==> src/rtl/core/cbd_pkg.sv <==
// ----------------------------------------------------------------------------
// cbd_pkg: shared types and constants of the color run detector
// Color codes, result layout and the control bundle passed to each lane.
// ----------------------------------------------------------------------------
package cbd_pkg;

	localparam int unsigned CHAN_W   = 8;
	localparam int unsigned SIZE_W   = 7;
	localparam int unsigned CENTER_W = 6;

	localparam logic [CHAN_W-1:0] THRESH_RESET = 8'd250;

	typedef enum logic [1:0] {
		COLOR_RED   = 2'd0,
		COLOR_GREEN = 2'd1,
		COLOR_BLUE  = 2'd2,
		COLOR_NONE  = 2'd3
	} color_t;

	// packed from the lowest bit up: red_size, green_size, blue_size,
	// red_center, green_center, blue_center
	typedef struct packed {
		logic [CENTER_W-1:0] blue_center;
		logic [CENTER_W-1:0] green_center;
		logic [CENTER_W-1:0] red_center;
		logic [SIZE_W-1:0]   blue_size;
		logic [SIZE_W-1:0]   green_size;
		logic [SIZE_W-1:0]   red_size;
	} result_t;

	localparam int unsigned RESULT_W = $bits(result_t);
	localparam int unsigned M_DATA_W = ((RESULT_W + 7) / 8) * 8;

	typedef struct packed {
		logic step;    // item accepted this cycle
		logic clear;   // item ends the row
		logic bright;  // channel at or above threshold
		logic extend;  // continues the current run when bright
	} lane_ctrl_t;

endpackage

==> src/rtl/core/cbd_lane.sv <==
// ----------------------------------------------------------------------------
// cbd_lane: run tracker for one color
// Keeps the current run and the longest run of the row with its center.
// ----------------------------------------------------------------------------
module cbd_lane #(
	parameter int unsigned MAX_ROW_WIDTH = 64
) (
	input  logic                                 clk,
	input  logic                                 arst_n,
	input  cbd_pkg::lane_ctrl_t                  ctrl,
	input  logic [$clog2(MAX_ROW_WIDTH)-1:0]     col,
	output logic [$clog2(MAX_ROW_WIDTH+1)-1:0]   best_size_nxt,
	output logic [$clog2(MAX_ROW_WIDTH)-1:0]     best_center_nxt
);

	localparam int unsigned CW = $clog2(MAX_ROW_WIDTH);
	localparam int unsigned LW = $clog2(MAX_ROW_WIDTH + 1);
	localparam logic [LW-1:0] MAX_LEN = LW'(MAX_ROW_WIDTH);

	logic [LW-1:0] run_len_q;
	logic [CW-1:0] first_q;
	logic [CW-1:0] last_q;
	logic [LW-1:0] best_size_q;
	logic [CW-1:0] best_center_q;

	logic [LW-1:0] run_len_n;
	logic [CW-1:0] first_n;
	logic [CW-1:0] last_n;
	logic [CW:0]   span_sum;

	always_comb begin
		run_len_n = run_len_q;
		first_n   = first_q;
		last_n    = last_q;
		if (ctrl.bright) begin
			if (ctrl.extend) begin
				if (run_len_q < MAX_LEN) begin
					run_len_n = run_len_q + LW'(1);
				end
				if (col > last_q) begin
					last_n = col;
				end
				if (col < first_q) begin
					first_n = col;
				end
			end else begin
				run_len_n = LW'(1);
				first_n   = col;
				last_n    = col;
			end
		end
		span_sum        = {1'b0, first_n} + {1'b0, last_n};
		best_size_nxt   = best_size_q;
		best_center_nxt = best_center_q;
		if (ctrl.bright && (best_size_q < run_len_n)) begin
			best_size_nxt   = run_len_n;
			best_center_nxt = span_sum[CW:1];
		end
	end

	always_ff @(posedge clk or negedge arst_n) begin
		if (!arst_n) begin
			run_len_q     <= '0;
			best_size_q   <= '0;
			best_center_q <= '0;
		end else if (ctrl.step) begin
			if (ctrl.clear) begin
				run_len_q     <= '0;
				best_size_q   <= '0;
				best_center_q <= '0;
			end else begin
				run_len_q     <= run_len_n;
				best_size_q   <= best_size_nxt;
				best_center_q <= best_center_nxt;
			end
		end
	end

	// run columns are read only after a restart wrote them in the same row
	always_ff @(posedge clk) begin
		if (ctrl.step && ctrl.bright) begin
			first_q <= first_n;
			last_q  <= last_n;
		end
	end

endmodule

==> src/rtl/core/cbd_out_buf.sv <==
// ----------------------------------------------------------------------------
// cbd_out_buf: result register with skid stage
// Holds up to two results so the input side keeps moving under back-pressure.
// ----------------------------------------------------------------------------
module cbd_out_buf (
	input  logic              clk,
	input  logic              arst_n,
	input  logic              in_valid,
	output logic              in_ready,
	input  cbd_pkg::result_t  in_data,
	output logic              out_valid,
	input  logic              out_ready,
	output cbd_pkg::result_t  out_data
);

	logic             out_valid_q;
	logic             skid_valid_q;
	cbd_pkg::result_t out_q;
	cbd_pkg::result_t skid_q;

	assign in_ready  = !skid_valid_q;
	assign out_valid = out_valid_q;
	assign out_data  = out_q;

	always_ff @(posedge clk or negedge arst_n) begin
		if (!arst_n) begin
			out_valid_q  <= 1'b0;
			skid_valid_q <= 1'b0;
		end else if (out_ready || !out_valid_q) begin
			if (skid_valid_q) begin
				out_valid_q  <= 1'b1;
				skid_valid_q <= 1'b0;
			end else begin
				out_valid_q <= in_valid;
			end
		end else if (in_valid && in_ready) begin
			skid_valid_q <= 1'b1;
		end
	end

	always_ff @(posedge clk) begin
		if (out_ready || !out_valid_q) begin
			if (skid_valid_q) begin
				out_q <= skid_q;
			end else if (in_valid) begin
				out_q <= in_data;
			end
		end else if (in_valid && in_ready) begin
			skid_q <= in_data;
		end
	end

endmodule

==> src/rtl/core/color_run_blob_detector.sv <==
// ----------------------------------------------------------------------------
// color_run_blob_detector: per-row longest color run and its center
// Streams RGB pixels of a scan row and reports, per color, the longest run
// and its center column on the last pixel of the row.
// ----------------------------------------------------------------------------
// One pixel is taken on every clock while s_tready is high. Each pixel updates
// the three color lanes in the same cycle it is accepted: a channel at or above
// the threshold makes the pixel that color; of several bright channels all but
// the lowest restart, the lowest continuing if it was the last color seen, and
// the highest becomes the last color seen. The pixel flagged by s_tlast produces
// one result and clears all row state, so the first pixel of the next row may
// follow directly. Results pass through an output register and a skid stage:
// s_tready drops only when two results are waiting on m_tready, so back-pressure
// stalls the input only while the sink holds off beyond that. Columns past
// MAX_ROW_WIDTH all count as the last column and run lengths saturate at
// MAX_ROW_WIDTH; sizes and centers are cut to 7 and 6 bits on the output.
// The threshold register resets to 250 and should be written only while the
// block is idle. No clearing pass is needed after reset.
// ----------------------------------------------------------------------------
module color_run_blob_detector #(
	parameter int unsigned MAX_ROW_WIDTH = 64
) (
	input  logic        clk,
	input  logic        arst_n,
	// configuration: intensity_threshold
	input  logic        cfg_wen,
	input  logic [7:0]  cfg_wdata,
	// pixel input
	input  logic        s_tvalid,
	output logic        s_tready,
	input  logic [23:0] s_tdata,   // red[7:0], green[15:8], blue[23:16]
	input  logic        s_tlast,   // last_in_row
	// result output
	output logic        m_tvalid,
	input  logic        m_tready,
	// red_size[6:0], green_size[13:7], blue_size[20:14], red_center[26:21],
	// green_center[32:27], blue_center[38:33], zero pad [39]
	output logic [cbd_pkg::M_DATA_W-1:0] m_tdata
);

	localparam int unsigned CW = $clog2(MAX_ROW_WIDTH);
	localparam int unsigned LW = $clog2(MAX_ROW_WIDTH + 1);
	localparam logic [LW-1:0] MAX_CNT = LW'(MAX_ROW_WIDTH);
	localparam logic [CW-1:0] LAST_COL = CW'(MAX_ROW_WIDTH - 1);

	logic [cbd_pkg::CHAN_W-1:0] thresh_q;
	logic [LW-1:0]              col_cnt_q;
	cbd_pkg::color_t            last_color_q;

	logic                       accept;
	logic [CW-1:0]              col;
	logic                       br_r, br_g, br_b;
	cbd_pkg::lane_ctrl_t        ctrl_r, ctrl_g, ctrl_b;
	cbd_pkg::color_t            last_color_n;

	logic [LW-1:0]              size_r, size_g, size_b;
	logic [CW-1:0]              center_r, center_g, center_b;

	cbd_pkg::result_t           res_in;
	cbd_pkg::result_t           res_out;
	logic                       buf_ready;

	assign accept   = s_tvalid && s_tready;
	assign s_tready = buf_ready;

	// hold the column at the last one once the row runs past its width
	assign col = (col_cnt_q < MAX_CNT) ? col_cnt_q[CW-1:0] : LAST_COL;

	assign br_r = s_tdata[7:0]   >= thresh_q;
	assign br_g = s_tdata[15:8]  >= thresh_q;
	assign br_b = s_tdata[23:16] >= thresh_q;

	// a color continues its run only if no earlier bright color of the same
	// pixel has taken over as last color
	always_comb begin
		ctrl_r = '{step: accept, clear: s_tlast, bright: br_r,
			extend: (last_color_q == cbd_pkg::COLOR_RED)};
		ctrl_g = '{step: accept, clear: s_tlast, bright: br_g,
			extend: !br_r && (last_color_q == cbd_pkg::COLOR_GREEN)};
		ctrl_b = '{step: accept, clear: s_tlast, bright: br_b,
			extend: !br_r && !br_g && (last_color_q == cbd_pkg::COLOR_BLUE)};
	end

	// last color ends as the highest bright color, or none
	always_comb begin
		priority if (br_b) begin
			last_color_n = cbd_pkg::COLOR_BLUE;
		end else if (br_g) begin
			last_color_n = cbd_pkg::COLOR_GREEN;
		end else if (br_r) begin
			last_color_n = cbd_pkg::COLOR_RED;
		end else begin
			last_color_n = cbd_pkg::COLOR_NONE;
		end
	end

	always_ff @(posedge clk or negedge arst_n) begin
		if (!arst_n) begin
			thresh_q <= cbd_pkg::THRESH_RESET;
		end else if (cfg_wen) begin
			thresh_q <= cfg_wdata;
		end
	end

	always_ff @(posedge clk or negedge arst_n) begin
		if (!arst_n) begin
			col_cnt_q    <= '0;
			last_color_q <= cbd_pkg::COLOR_NONE;
		end else if (accept) begin
			if (s_tlast) begin
				col_cnt_q    <= '0;
				last_color_q <= cbd_pkg::COLOR_NONE;
			end else begin
				if (col_cnt_q < MAX_CNT) begin
					col_cnt_q <= col_cnt_q + LW'(1);
				end
				last_color_q <= last_color_n;
			end
		end
	end

	cbd_lane #(.MAX_ROW_WIDTH(MAX_ROW_WIDTH)) u_lane_r (
		.clk             (clk),
		.arst_n          (arst_n),
		.ctrl            (ctrl_r),
		.col             (col),
		.best_size_nxt   (size_r),
		.best_center_nxt (center_r)
	);

	cbd_lane #(.MAX_ROW_WIDTH(MAX_ROW_WIDTH)) u_lane_g (
		.clk             (clk),
		.arst_n          (arst_n),
		.ctrl            (ctrl_g),
		.col             (col),
		.best_size_nxt   (size_g),
		.best_center_nxt (center_g)
	);

	cbd_lane #(.MAX_ROW_WIDTH(MAX_ROW_WIDTH)) u_lane_b (
		.clk             (clk),
		.arst_n          (arst_n),
		.ctrl            (ctrl_b),
		.col             (col),
		.best_size_nxt   (size_b),
		.best_center_nxt (center_b)
	);

	// cut sizes and centers to the output field widths
	always_comb begin
		res_in.red_size     = cbd_pkg::SIZE_W'(size_r);
		res_in.green_size   = cbd_pkg::SIZE_W'(size_g);
		res_in.blue_size    = cbd_pkg::SIZE_W'(size_b);
		res_in.red_center   = cbd_pkg::CENTER_W'(center_r);
		res_in.green_center = cbd_pkg::CENTER_W'(center_g);
		res_in.blue_center  = cbd_pkg::CENTER_W'(center_b);
	end

	cbd_out_buf u_out_buf (
		.clk       (clk),
		.arst_n    (arst_n),
		.in_valid  (accept && s_tlast),
		.in_ready  (buf_ready),
		.in_data   (res_in),
		.out_valid (m_tvalid),
		.out_ready (m_tready),
		.out_data  (res_out)
	);

	assign m_tdata = cbd_pkg::M_DATA_W'(res_out);

endmodule

==> config.mk <==
export PLATFORM = sky130hd
export DESIGN_NAME = color_run_blob_detector
export DESIGN_NICKNAME = d
export VERILOG_FILES = /design/src/rtl/core/cbd_pkg.sv /design/src/rtl/core/cbd_lane.sv /design/src/rtl/core/cbd_out_buf.sv /design/src/rtl/core/color_run_blob_detector.sv
export SDC_FILE = /design/constraint.sdc
export NUM_CORES = 1
export LEC_CHECK = 0
export BUFFER_PORTS_ARGS = -buffer_cell sky130_fd_sc_hd__clkbuf_2
export CAP_MARGIN = 10
export CORE_UTILIZATION = 30
export DETAILED_ROUTE_END_ITERATION = 10
export HOLD_SLACK_MARGIN = 0.05
export PLACE_DENSITY = 0.43
export SETUP_SLACK_MARGIN = 0.5
export SLEW_MARGIN = 10
export SYNTH_ARGS = -nofsm -noshare
export SYNTH_HDL_FRONTEND = slang
export SYNTH_SLANG_ARGS = --single-unit
export TNS_END_PERCENT = 100
==> constraint.sdc <==
create_clock -name clk -period 9.3 [get_ports clk]
set_input_delay 0.93 -clock clk [delete_from_list [all_inputs] [get_ports clk]]
set_output_delay 0.93 -clock clk [all_outputs]
set_load 0.02 [all_outputs]
======== Word-level counts from Yosys, hierarchy flattened ========
Index checks and enable logic that the tools add are counted.
Widths: inputs -> output; s select.
storage, ports and cells
  register bits after elaboration ......... 193
  output and inout port bits .............. 42
operators by class
  add/sub/neg operators ................... 7
  $lt $le $gt $ge ......................... 16
  equal/unequal tests ..................... 2
  muxes and demuxes ....................... 54
  bitwise logic cells ..................... 1
  reduce and logical (&&, ||, !) cells .... 24
operators with widths
  operator             number
  $mux 6               25
  $mux 7               20
  $mux 39              2
  $add 7x1->7 const B  4
  $lt 7x7->1 const B   4
  $ge 8x8->1           3
  $add 6x6->7          3
  $lt 7x7->1           3
  $gt 6x6->1           3
  $lt 6x6->1           3
  $logic_and 1x1->1    12
  $mux 2               4
  $reduce_and 2->1     3
  $reduce_bool 2->1    3
  $logic_not 1->1      4
  $mux 1               3
  $eq 2x1->1 const B   1
  $eq 2x2->1 const B   1
  $logic_not 2->1      1
  $logic_or 1x1->1     1
  $not 1->1            1

======== Logic depth before layout (Yosys ltp) ========
Gate-level depths: netlist (run 1).
  depth after elaboration ................. 11
  depth in mapped cells ................... 21
  depth with buffers taken out ............ 19

======== By module ========
A second synthesis (run 1) with hierarchy kept.
second synthesis, totals
  cells, all modules ...................... 945
  area total of the unflattened synthesis .. 11,259.5 µm²
modules (own cells, without submodules)
  module                   instances  cells each  area each (µm²)  sequential area each (µm²)
  cbd_lane                 3          224         2,275.9          860.8
  cbd_out_buf              1          131         3,085.5          2,392.3
  color_run_blob_detector  1          142         1,346.3          435.4

======== Least setup slack after synthesis (run 1) ========
Ideal clock, no wire load.
  path type ............................... input port to flip-flop
  start ................................... in s_tdata[5]
  end ..................................... reg u_out_buf.out_q (netlist bit u_out_buf.out_data[24]), data pin
  arrival time ............................ 4,654 ps
  data required time ...................... 9,040 ps
  slack ................................... 4,386 ps
  stages .................................. 18
  path buffers ............................ 2
  cells stage by stage .................... ha_1 nand4_1 nor2_2 a21o_4 clkbuf_1 nand2_1 o31ai_1 inv_1 ha_1 a21o_1 a21o_1 a21o_1 nor4_2 nand4b_1 nand2_1 buf_2 mux2_2 mux2_2
between the ends
  longest elaborated chain between the ends .. 7
  elaborated cells between the ends (all ways) .. 10
  those cells by class .................... add/sub (1); order compare (2); mux (6); reduce/logical (1)
ends and longest elaborated chain
  item                    RTL line                       text
  start: declaration      color_run_blob_detector.sv:31  input logic [23:0] s_tdata,
  $ge 8x8->1 (*)          color_run_blob_detector.sv:69  assign br_r = s_tdata[7:0] >= thresh_q;
  $mux 7                  cbd_lane.sv:35                 if (ctrl.bright) begin
  $lt 7x7->1              cbd_lane.sv:55                 if (ctrl.bright && (best_size_q < run_len_n)) begin
  $logic_and 1x1->1       cbd_lane.sv:55
  $mux 6 (*)              cbd_lane.sv:55
  named net center_r[3]   color_run_blob_detector.sv:57  logic [CW-1:0] center_r, center_g, center_b;
  $mux 39 (*)             cbd_out_buf.sv:45              end else if (in_valid) begin
  $mux 39 (*)             cbd_out_buf.sv:43              if (skid_valid_q) begin
  end signal: assignment  cbd_out_buf.sv:44              out_q <= skid_q;
  end signal: assignment  cbd_out_buf.sv:46              out_q <= in_data;
  end: declaration        cbd_out_buf.sv:18              cbd_pkg::result_t out_q;
Mark *: on every way through the listed nets, which the timed path passes. The rest lies on a longest branch. The select of a mux whose other input is x is not followed.
A chain may end at the register's enable or synchronous reset.

======== Worst setup path in the final report (run 1) ========
  start ................................... reg thresh_q[6] (netlist name)
  end ..................................... reg u_out_buf.out_q (netlist bit u_out_buf.out_data[16]), data pin
between the ends
  longest elaborated chain between the ends .. 11
  elaborated cells between the ends (all ways) .. 14
  those cells by class .................... order compare (4); mux (5); reduce/logical (5)
ends and longest elaborated chain
  item                                  RTL line                                                      text
  start: declaration                    color_run_blob_detector.sv:46                                 logic [cbd_pkg::CHAN_W-1:0] thresh_q;
  start signal: assignment              color_run_blob_detector.sv:99                                 thresh_q <= cbd_pkg::THRESH_RESET;
  start signal: assignment              color_run_blob_detector.sv:101                                thresh_q <= cfg_wdata;
  $ge 8x8->1, on equally long branches  color_run_blob_detector.sv:69, color_run_blob_detector.sv:70
  $logic_not 1->1                       color_run_blob_detector.sv:81                                 extend: !br_r && !br_g && (last_color_q == cbd_pkg::COLOR_BLUE)};
  $logic_and 1x1->1 (2 in series)       color_run_blob_detector.sv:81
  $mux 7                                cbd_lane.sv:36                                                if (ctrl.extend) begin
  $mux 7                                cbd_lane.sv:35
  $lt 7x7->1                            cbd_lane.sv:55
  $logic_and 1x1->1                     cbd_lane.sv:55
  $mux 7 (*)                            cbd_lane.sv:55
  named net size_b[2]                   color_run_blob_detector.sv:56                                 logic [LW-1:0] size_r, size_g, size_b;
  $mux 39 (*)                           cbd_out_buf.sv:45
  $mux 39 (*)                           cbd_out_buf.sv:43
Marked as above.

==> results of run 1 <==
kinds of logic after synthesis:
family	count (synthesis)	share of synthesized area
and+or+nand+nor	281	0.117
xor gates and xnor gates	13	0.0102
other	1	0.000335
DFF	193	0.483
adders and majority gates	97	0.110
muxes	49	0.0477
AOI/OAI and AO/OA	299	0.183
buffers and inverters	137	0.0491
layer usage:
metal	track usage	routed length [µm]	up-vias
li1	-	-	4045
met1	0.223	14400	3917
met2	0.266	13800	148
met3	0.0268	934	25
met4	0.0467	475	0
met5	0	0	-
cells in the mapped netlist (all sizes together) (12+ instances only):
master	n	area, µm²
clkbuf	25	93.8
nand2	96	363
edfxtp	114	3420
mux2	35	394
o31ai	13	131
inv	99	372
buf	12	81.3
dfrtp	71	1780
a22o	19	166
ha	94	1180
o21ai	93	469
nand3	24	120
mux2i	14	140
nor2	83	317
a21o	22	173
a21oi	75	383
where the power goes:
group	total (mW)	leakage (nW)	switching, mW	internal, mW
logic	0.805	3.14	0.493	0.312
registers	1.10	2.12	0.0523	1.05
clock network	0.782	0.301	0.368	0.414
total	2.68	5.56	0.914	1.77
sequential cells by signal (all words and copies together) (netlist names), 7 cells and up:
register,cells
col_cnt_q,7
u_lane_g.best_size_q,7
u_lane_b.best_size_q,7
u_lane_b.run_len_q,7
u_lane_r.best_size_q,7
u_lane_r.run_len_q,7
thresh_q,8
u_out_buf.out_data,39
u_lane_g.run_len_q,7
u_out_buf.skid_q,39
worst reg2reg max path: stages (launching register included):
cell	delay, ps
dfstp_2	520
inv_1	80
ha_1	300
a21o_1	170
a221oi_2	280
o21ai_1	150
buf_4	220
nor3_1	240
nand3_1	130
o31ai_1	530
inv_1	140
ha_1	320
a21o_1	180
a21oi_1	150
nor2b_1	90
a2111oi_4	930
buf_4	350
mux2_2	360
mux2_2	260
final cells by class:
class | count | area (µm²)
multi-input cells | 740 | 5270
fillers | 3740 | 23900
repair buffers | 94 | 513
inverters | 100 | 375
flip-flops and latches | 193 | 5410
clock buffers | 18 | 439
clock inverters | 14 | 166
well taps | 468 | 586
final timing paths:
kind | cells after the start | start | slack (ps) | to
setup / recovery | 18 | thresh_q[6] | 3640 | u_out_buf.out_data[16]
hold / removal | 1 | arst_n | 410 | thresh_q[2]
setup reg to reg | 18 | thresh_q[6] | 3640 | u_out_buf.out_data[16]
hold reg to reg | 2 | u_lane_r.best_center_q[5] | 480 | u_lane_r.best_center_q[5]
max in group asynchronous | 2 | arst_n | 7810 | col_cnt_q[2]
min in group clk | 2 | u_lane_r.best_center_q[5] | 480 | u_lane_r.best_center_q[5]
cells in the final DEF (no fill, tap or decap), drive strengths merged, types with 5 or more instances in the layout:
cell type / instances
mux2: 35
xnor2: 5
ha: 94
buf: 17
mux2i: 14
nand2: 96
a21o: 22
and2: 8
o2bb2ai: 8
o21ai: 93
o211ai: 5
nand2b: 10
a211oi: 6
o21a: 6
a21oi: 75
inv: 107
edfxtp: 114
nand3: 24
nand4: 8
nor2b: 11
clkbuf: 95
o31ai: 13
a22o: 19
nor3: 11
a31oi: 7
xor2: 8
dfrtp: 71
dfstp: 8
and3: 6
clkinv: 5
nor2: 83
per-stage QoR:
stage          instances  setup WS (ps)  hold slack (ps)  instance area (µm²)  power (mW)
3_5_place_dp        1595           3270              472                12100        1.93
2_1_floorplan       1070           4390              449                11200        1.68
3_3_place_gp        1595           3280              464                12100        1.92
6_report            1627           3640              414                12800        2.68
4_1_cts             1627           3680              417                12800        2.72
5_1_grt             1627           3260              428                12800        2.86
==> out/qor.txt, run 1 <==
status -> finished, final reports clean
clk slew on worst S/H paths -> 80 ps
layout cells sized above 1 -> 0.173
Post-synth ARST share -> 0.409
Crit path buffers/inverters -> 4
Residual DRC -> 0
DIE AREA -> 38100 µm²
vias -> 8135
mean routed wirelength per cell -> 18.2 µm
fmax -> 177 MHz
n_diodes -> 0
Critical Path Max Stage Delay -> 930 ps
final setup fails -> 0
placement row count -> 70
Worst setup SP type -> flop
Die X -> 195 µm
area grow syn2layout -> 13.8%
routability congestion estimate -> 0.797
CTS root buf -> clkbuf_16
Pleak -> 5.56 nW
final core area utilization -> 0.348
Req. time, crit path -> 9490 ps
Nets -> 1281
mapped cell area -> 11200 µm²
Worst-Skew Late Latency -> 450 ps
# Post-CTS Setup Buffers -> 0
Post-Syn Instances -> 1070
CP max FO -> 15
1st-iter DRT viols -> 476
final worst path period need -> 5660 ps
EDFF count, synth -> 114
sequential fraction of the synthesis area -> 0.483
clk_skew -> 15.0 ps
initial antenna violation count -> 0
CTS Sinks -> 193
Synth Register Bits -> 193
Hold Crit Class -> in -> async
die height -> 195 µm
CTS resizes -> 0
Post-Syn Nets -> 1205
core area -> 36700 µm²
critical path capture point type -> flop
worst path cell trace -> inv_1 -> ha_1 -> a21o_1 -> a221oi_2 -> o21ai_1 -> buf_4 -> nor3_1 -> nand3_1 -> o31ai_1 -> inv_1 -> ha_1 -> a21o_1 -> a21oi_1 -> nor2b_1 -> a2111oi_4 -> buf_4 -> mux2_2 -> mux2_2
setup TNS -> 0 ps
Most used DFF post-synth -> edfxtp_1
# IOs -> 80
grt total ovfl -> 0
worst slew pin tran -> 1110 ps
routed wire length -> 29700 µm
largest net degree at the start of global routing -> 50
vias in the first global route -> 8336
Avg Vias per Cell -> 5.00
Global Route Usage Sum -> 0.164
CP max stage cell -> a2111oi_4
Slew Limit Fails -> 0
Worst slew margin -> 0.255
endpoints failing hold -> 0
CTS tree -> yes
Synth warnings -> 0
cell family with most CP delay -> compound AO/OA/AOI/OAI gates
WP data arrival -> 5850 ps
number of CTS-inserted buffers -> 17
RSZ-0062 raised after global routing -> false
Crit Path Category -> reg -> reg
# hold bufs at CTS -> 0
Max IR drop VDD -> 0.150 mV
port buffer count -> 78
Distinct cells, synth -> 89
dpl hpwl -> 21000 µm
# H-tree levels -> 4
first-pass GRT wire length -> 48000 µm
Max Root-Sink Buffers -> 2
mean post-synth cell area -> 10.5 µm²
final worst path period share -> 0.609
Initial Util -> 0.305
Routed Antenna Nets -> 0
drt pass-1 iters -> 5
max-capacitance violation count -> 0
pwr/cell area -> 211 nW/µm²
No activity file was read; power rests on OpenSTA's default activity.
==> run 2, diff against run 1 <==
--- a/config.mk
+++ b/config.mk
@@ -5,6 +5,7 @@
 export SDC_FILE = /design/constraint.sdc
 export NUM_CORES = 1
 export LEC_CHECK = 0
+export ABC_AREA = 1
 export BUFFER_PORTS_ARGS = -buffer_cell sky130_fd_sc_hd__clkbuf_2
 export CAP_MARGIN = 10
 export CORE_UTILIZATION = 30
==> constraint.sdc (replaced) <==
create_clock -name clk -period 5.9 [get_ports clk]
set_input_delay 0.59 -clock clk [delete_from_list [all_inputs] [get_ports clk]]
set_output_delay 0.59 -clock clk [all_outputs]
set_load 0.02 [all_outputs]
==> run 2 against run 1 <==
Compared with the run above:
- utilization down 0.12 points
- critical path depth up 2
- fmax up 28%
- die area up 0.45%
- critical path type unchanged
- global-route usage down 0.063 points
- area after synthesis up 0.46%
- clock power up 56%
- highest routed layer unchanged
==> out/qor.txt, run 2 <==
status -> finished, final reports clean
routed wire length -> 29700 µm
sequential fraction of the synthesis area -> 0.480
Fillers -> 3831
CTS root buf -> clkbuf_16
Worst-Skew Late Latency -> 450 ps
Post-synth ARST share -> 0.409
endpoints failing hold -> 0
final worst path period need -> 4420 ps
top post-synthesis cells by area -> edfxtp_1, dfrtp_1, nand2_1, ha_1, inv_1
Post-Syn Instances -> 1288
most frequent cells in the layout -> nand2_1, inv_1, nand3_1
Synth warnings -> 0
Max Root-Sink Buffers -> 2
port buffer count -> 78
CTS tree -> yes
critical path capture point type -> flop
Residual DRC -> 0
Post-DP Area -> 12100 µm²
# hold bufs at CTS -> 0
final setup fails -> 0
vias in the first global route -> 8561
final core area utilization -> 0.346
non-filler cells in the finished layout -> 1841
met1 Use GR -> 0.212
Final WS setup -> 1480 ps
max-capacitance violation count -> 0
Hold Crit Class -> in -> async
RSZ-0062 raised after global routing -> false
Routed Antenna Nets -> 0
# IOs -> 80
EDFF count, synth -> 114
CTS Sinks -> 193
commonest cells in the netlist -> nand2_1, inv_1, nand3_1
Min Hold Slack -> 134 ps
Post-Syn Nets -> 1423
grt total ovfl -> 0
area grow syn2layout -> 13.1%
n_diodes -> 0
placement row count -> 70
clk slew on worst S/H paths -> 80 ps
Slew Limit Fails -> 0
Nets -> 1495
initial antenna violation count -> 0
CP max FO -> 9
Cells after DPL -> 1809
fmax -> 226 MHz
# H-tree levels -> 4
Synth Register Bits -> 193
Distinct cells, synth -> 49
Global Route met3 Usage -> 0.0294
layout cells sized above 1 -> 0.130
post-synth top area share -> 0.304
die height -> 196 µm
Avg Vias per Cell -> 4.66
WP data arrival -> 4610 ps
clk_skew -> 16.4 ps
met2 Resource Use GR -> 0.280
Die X -> 196 µm
CTS resizes -> 0
first-pass GRT wire length -> 47700 µm
Tot Pwr -> 5.15 mW
core area -> 36800 µm²
pwr/cell area -> 404 nW/µm²
vias -> 8586
Pleak -> 5.97 nW
Most used DFF post-synth -> edfxtp_1
post-place setup slack -> 1420 ps
Initial Util -> 0.306
Max IR drop VDD -> 0.203 mV
top-count cell post-synth -> nand2_1
mean routed wirelength per cell -> 16.1 µm
GRT busiest layer -> met2
setup TNS -> 0 ps
DIE AREA -> 38300 µm²
dpl hpwl -> 20900 µm
Final Instance Area -> 12700 µm²
mean post-synth cell area -> 8.74 µm²
leading area contributor after synthesis -> edfxtp_1
largest net degree at the start of global routing -> 45
drt pass-1 iters -> 5
Worst setup SP type -> flop
mapped cell area -> 11300 µm²
final worst path period share -> 0.750
commonest non-fill, non-tap cell in the layout -> nand2_1
number of CTS-inserted buffers -> 17
Worst slew margin -> 0.242
Crit Path Category -> reg -> reg
worst slew pin tran -> 1130 ps
# Post-CTS Setup Buffers -> 0
Req. time, crit path -> 6090 ps
1st-iter DRT viols -> 472
Global Route Usage Sum -> 0.163
routability congestion estimate -> 0.832
run 2: critical path, cell delays in order, from the launching register on:
cell and delay, ps:
dfrtp_1 500, nor2_1 490, inv_1 300, ha_1 350, nand2_1 60, nor2_1 130, o21ai_0 100, nand3_1 70
o21ai_0 130, nand3_1 130, nand2_2 130, o21ai_0 400, ha_1 360, a21oi_1 250, o21bai_1 90, a21oi_1 190
nand2_1 80, nand2_1 50, nand3_1 110, nand3_1 130, nand2_1 110
run 2: where the power goes:
group	total [mW]	internal [mW]	switching, mW	leakage, nW
sequential	1.93	1.82	0.106	2.12
clock	1.22	0.673	0.543	0.283
combinational	2.00	0.675	1.33	3.57
run 2: path summary, 6_finish.rpt:
path	from	to	slack (ps)	depth (start not counted)
min	arst_n	u_lane_g.best_center_q[1]	130	1
max	col_cnt_q[6]	u_out_buf.out_data[37]	1480	20
min reg2reg	u_lane_b.best_center_q[2]	u_lane_b.best_center_q[2]	480	2
max reg2reg	col_cnt_q[6]	u_out_buf.out_data[37]	1480	20
max in group asynchronous	arst_n	u_lane_r.best_center_q[3]	4730	2
min in group clk	cfg_wdata[6]	thresh_q[6]	350	3
run 2: metal layers:
layer	vias to the layer above	wire length, µm
met1	3994	14100
met2	128	14400
met5	-	0
li1	4447	-
met4	0	341
met3	17	869
run 2: area by class of cell:
class | instances | area (µm²) | area share
clock inverters | 11 | 154 | 0.0121
clock buffers | 21 | 440 | 0.0346
inverters | 172 | 646 | 0.0507
flip-flops and latches | 193 | 5410 | 0.425
well taps | 468 | 586 | 0.0460
multi-input cells | 890 | 5050 | 0.396
repair buffers | 86 | 453 | 0.0356
run 2: cell families (layout without fill, tap and decap cells):
kind of cell | count (synthesis) | count (layout) | synth area share
adder cells (fa/ha/maj) | 97 | 97 | 0.110
flip-flops | 193 | 193 | 0.480
XOR/XNOR | 5 | 5 | 0.00389
multiplexers | 1 | 1 | 0.00100
AO/OA/AOI/OAI | 191 | 191 | 0.0964
buffers and inverters | 205 | 290 | 0.0724
other | 1 | 1 | 0.000333
AND/OR/NAND/NOR | 595 | 595 | 0.236
